## src/sv/mcp_cross_cmp.sv

```systemverilog
// ----------------------------------------------------------------------------
// mcp_cross_cmp
// Compares two sign-normalized direction pairs by their cross products.
// ----------------------------------------------------------------------------
module mcp_cross_cmp #(
    parameter int SW = 17
) (
    input  logic                 i_clk,
    input  logic signed [SW-1:0] i_a_dx,
    input  logic signed [SW-1:0] i_a_dy,
    input  logic signed [SW-1:0] i_b_dx,
    input  logic signed [SW-1:0] i_b_dy,
    output logic                 o_equal
);
    logic signed [2*SW-1:0] r_prod_ab;
    logic signed [2*SW-1:0] r_prod_ba;

    always_ff @(posedge i_clk) begin
        r_prod_ab <= i_a_dx * i_b_dy;
        r_prod_ba <= i_b_dx * i_a_dy;
    end

    assign o_equal = (r_prod_ab == r_prod_ba);
endmodule

```

## config.mk

```make
export PLATFORM = sky130hd
export DESIGN_NAME = mcp_cross_cmp
export DESIGN_NICKNAME = d
export VERILOG_FILES = /design/src/sv/mcp_cross_cmp.sv
export SDC_FILE = /design/constraint.sdc
export NUM_CORES = 2
export LEC_CHECK = 0
export ABC_AREA = 1
export ABC_CLOCK_PERIOD_IN_PS = 6500
export BUFFER_PORTS_ARGS = -buffer_cell sky130_fd_sc_hd__clkbuf_2
export CORE_ASPECT_RATIO = 1.2
export CORE_MARGIN = 1
export CORE_UTILIZATION = 60
export CTS_CLUSTER_DIAMETER = 100
export DETAILED_ROUTE_END_ITERATION = 6
export PLACE_DENSITY = 0.8
export SYNTH_ARGS = -nofsm -noshare
export SYNTH_HDL_FRONTEND = slang
export SYNTH_SLANG_ARGS = --single-unit
```

## constraint.sdc

```tcl
create_clock -name i_clk -period 6.5 [get_ports i_clk]
set_clock_uncertainty 0.15 [all_clocks]
set_input_delay 1.3 -clock i_clk [delete_from_list [all_inputs] [get_ports i_clk]]
set_output_delay 1.3 -clock i_clk [all_outputs]
set_load 0.005 [all_outputs]
```

# Yosys cells after proc, flatten, opt, wreduce, memory -nomap -nowiden
# Cells that the tools add are included.
dict set report classes {
  n_mul 2
  n_eq_ne 1
}
# operator n
set ops {}
lappend ops {{$mul A17 B17 Y34} 2}
lappend ops {{$eq A34 B34 Y1} 1}
dict set report totals {
  wordCells 5
  regBits 68
}

# Depth between registers and ports, before layout
dict set report logic_depth {
  ltp_word 1
  ltp_mapped 29
}

# Worst setup path after synthesis
# No wires, ideal clock.
dict set report synth_path {
  path_type {input to register}
  from {input port i_b_dx[16]}
  to {register r_prod_ba[31]}
  setup_slack_ns -0.077
  arrival_time_ns 6.315
  required_time_ns 6.238
  stages 21
  cell_sequence {clkbuf_1 clkbuf_1 nand2_1 inv_1 fa_1 fa_1 fa_1 fa_1 fa_1 inv_1 fa_1 inv_1 ha_1 nand2_1 inv_1 nand2_1 nor3_1 and2_1 nand2_1 nand3_1 nand2_1}
}
dict set report synth_between {
  elab_chain_cells 1
}
# item line_no
set synth_rtl {}
lappend synth_rtl {{start, declared} 11} ;# input logic signed [SW-1:0] i_b_dx,
lappend synth_rtl {{$mul A17 B17 Y34} 20} ;# r_prod_ba <= i_b_dx * i_a_dy;
lappend synth_rtl {{end signal, assigned} 20}
lappend synth_rtl {{end, declared} 16} ;# logic signed [2*SW-1:0] r_prod_ba;
# No other way between the ends.

# Worst setup path after layout
dict set report layout_path {
  from {input port i_a_dy[2]}
  to {register r_prod_ba[20]}
}
dict set report layout_between {
  elab_chain_cells 1
}
# item line_no
set layout_rtl {}
lappend layout_rtl {{start, declared} 10} ;# input logic signed [SW-1:0] i_a_dy,
lappend layout_rtl {{$mul A17 B17 Y34} 20}
# No other way between the ends.

==> flow_summary.toml <==
[timing]
tns_ns = 0
worst_pin_slew_ns = 0.448
slew_headroom = 0.701
fmax_mhz = 159
rsz0062_at_grt = "false"
finalCritPeriodShare = 0.968
layout_min_cycle_time_ns = 6.29
setup_viol = 0
hold_viol_final = 0
drv_slew = 0

[detailed_routing]
drt-met1-wl_mm = 22.1
initialDrtViolationCount = 1009
ant_nets = 0
firstDrtPassIters = 5
route.met2.wl_mm = 33.0
dr_wl_met3_mm = 2.29
via_count = 20300
wl_per_cell_um = 14.8
drc = 0
maxUsedRoutingLayer = "met4"
viasPerCell = 5.04
drt-total-wl_mm = 59.9

[clock_tree]
clk_path_buf_depth = 2
cts_tree = "yes"
cts-hold-fix-buffers = 0
htree_levels = 3
clkSinkCount = 68
clk_pin_slew_ns = 0.06
cts_buffers = 9
cts_root_buf = "clkbuf_16"

[floorplan]
die_h_um = 228
core_mm2 = 0.0419
pin_count = 70
start_util = 0.610
die_width_um = 190
die_area_mm2 = 0.0434
rows = 82

[setup_path]
cp-end-kind = "register"
critPathLaunchType = "primary input"
crit_fanout = 11
cpMostUsedCell = "fa_1"
required_ns = 6.57
worstPathArrival_ns = 6.37
worstSetupPathType = "primary input to register"
path_cells = "buf_2 -> buf_4 -> nand2_1 -> fa_1 -> fa_1 -> fa_1 -> inv_1 -> fa_1 -> fa_1 -> inv_1 -> fa_1 -> inv_1 -> ha_1 -> nand2_1 -> inv_1 -> nand2_1 -> nor3_1 -> a21oi_1 -> xnor2_1"
slowest_stage = "fa_1"
cp_slowest_stage_delay_ns = 0.53

[synth]
syn_area_mm2 = 0.0255
yosysMostFrequentCell = "inv_1"
synthArstFlopShare = 0
yosysTopAreaCell = "fa_1"
synthTopCellsByArea = "fa_1, inv_1, nand2_1, ha_1, dfxtp_1"
synth_top_area_frac = 0.464
ys_ff_latch = 68
synth_common_cells = "inv_1, nand2_1, fa_1, ha_1, clkbuf_1"
yosys_warnings = 0
synth_fp_nets = 4147
syn_inst = 3316
synth_edf_count = 0
avgSynthCellArea_um2 = 7.70
ys.flop_type = "dfxtp_1"
synth_cell_types = 32
yosysSeqAreaShare = 0.0533

[worst_hold_path]
min_path_type = "primary input to register"

[final_layout]
nFillCells = 3385
syn2layout_area_growth_pct = 10.5
postLayoutCellArea_mm2 = 0.0282
regArea_mm2 = 0.00136
utilization = 0.674
drive_above_1_share = 0.110
n_antenna_cell = 0
multi_input_area_mm2 = 0.0198
finalNetCount = 4316

[placed_design]
place.gp.congestion = 0.930
post-dp-hpwl_mm = 53.9
io_buffer_count = 69
dpl_cell_area_mm2 = 0.0279

[status]
outcome = "finished, final reports clean"

[global_routing]
grt_pass1_vias = 22400
grt_first_pass_wirelength_mm = 103
antenna_found_initial = 0
grt_overflow_total = 0
grt_max_degree = 18
grtUsageTotal = 0.295

[run]
maxCapViolCount = 0
## state kept, by name, summed over array words and instances (netlist names)
name,flops
r_prod_ab,34
r_prod_ba,34
## placed cells by master (no fill, tap or decap), types with 9 or more instances in the layout
master and count:
clkbuf_16 9, ha_1 169, fa_1 589, xnor2_1 21
a21oi_1 56, nand3_1 60, inv_1 1018, dfxtp_1 68
buf_4 212, nor3_1 12, o21ai_0 16, clkbuf_2 65
xor2_1 39, nand2_2 17, buf_12 11, nand2_1 898
nand4_1 19, nor2_2 22, inv_2 10, nor2_1 98
o21bai_1 15
## final timing paths
kind	startpoint	to	slack, ns	cells after the start
setup / recovery	i_a_dy[2]	r_prod_ba[20]$_DFF_P_	0.21	19
hold / removal	i_b_dy[0]	r_prod_ab[0]$_DFF_P_	1.23	3
## cells by family after synthesis
kind of cell / count (synthesis) / synth area share
buf+inv: 1162 / 0.171
fa+ha+maj: 762 / 0.547
simple gates: 1162 / 0.185
xor+xnor: 60 / 0.0206
compound gates: 102 / 0.0224
flops: 68 / 0.0533
## per-layer routing
layer  up-vias  GRT usage
li1       9579          -
met1     10000      0.335
met2       571      0.566
met3       167     0.0183
met4         0      0.117
met5         -          0
## worst max-delay path: cells and delay by family
kind                     cells  cell delay [ns]
adder cells (fa/ha/maj)      7             3.40
buffers and inverters        6             0.67
AND/OR/NAND/NOR              4             0.57
XOR/XNOR                     1             0.28
AO/OA/AOI/OAI                1             0.14
## what timing repair did
| item | in CTS | in global routing |
|---|---|---|
| setup endpoints to repair | 0 | 14 |
| setup buffers | 0 | 3 |
| endpoints found under the hold margin | 0 | 0 |
| resized for setup | 0 | 13 |
## stage by stage
stage                     hold WS (ns)  cells  setup slack [ns]
final                             1.23   4036             0.207
after detailed placement          1.56   4017            -0.177
after floorplan                   1.44   3316           0.00218
after global placement            1.56   4017            -0.145
after global routing              1.24   4036           0.00970
after CTS                         1.22   4033             0.155
## final cells by class
cell class / instances / area share
Timing Repair Buffer: 292 / 0.0765
Inverter: 1028 / 0.137
Sequential cell: 68 / 0.0483
Clock buffer: 9 / 0.00798
Tap cell: 546 / 0.0242
Clock inverter: 7 / 0.00284
Multi-Input combinational cell: 2086 / 0.703
Power is not shown: default switching activity piles up to over one toggle a cycle in this logic, so the estimate is an artifact.
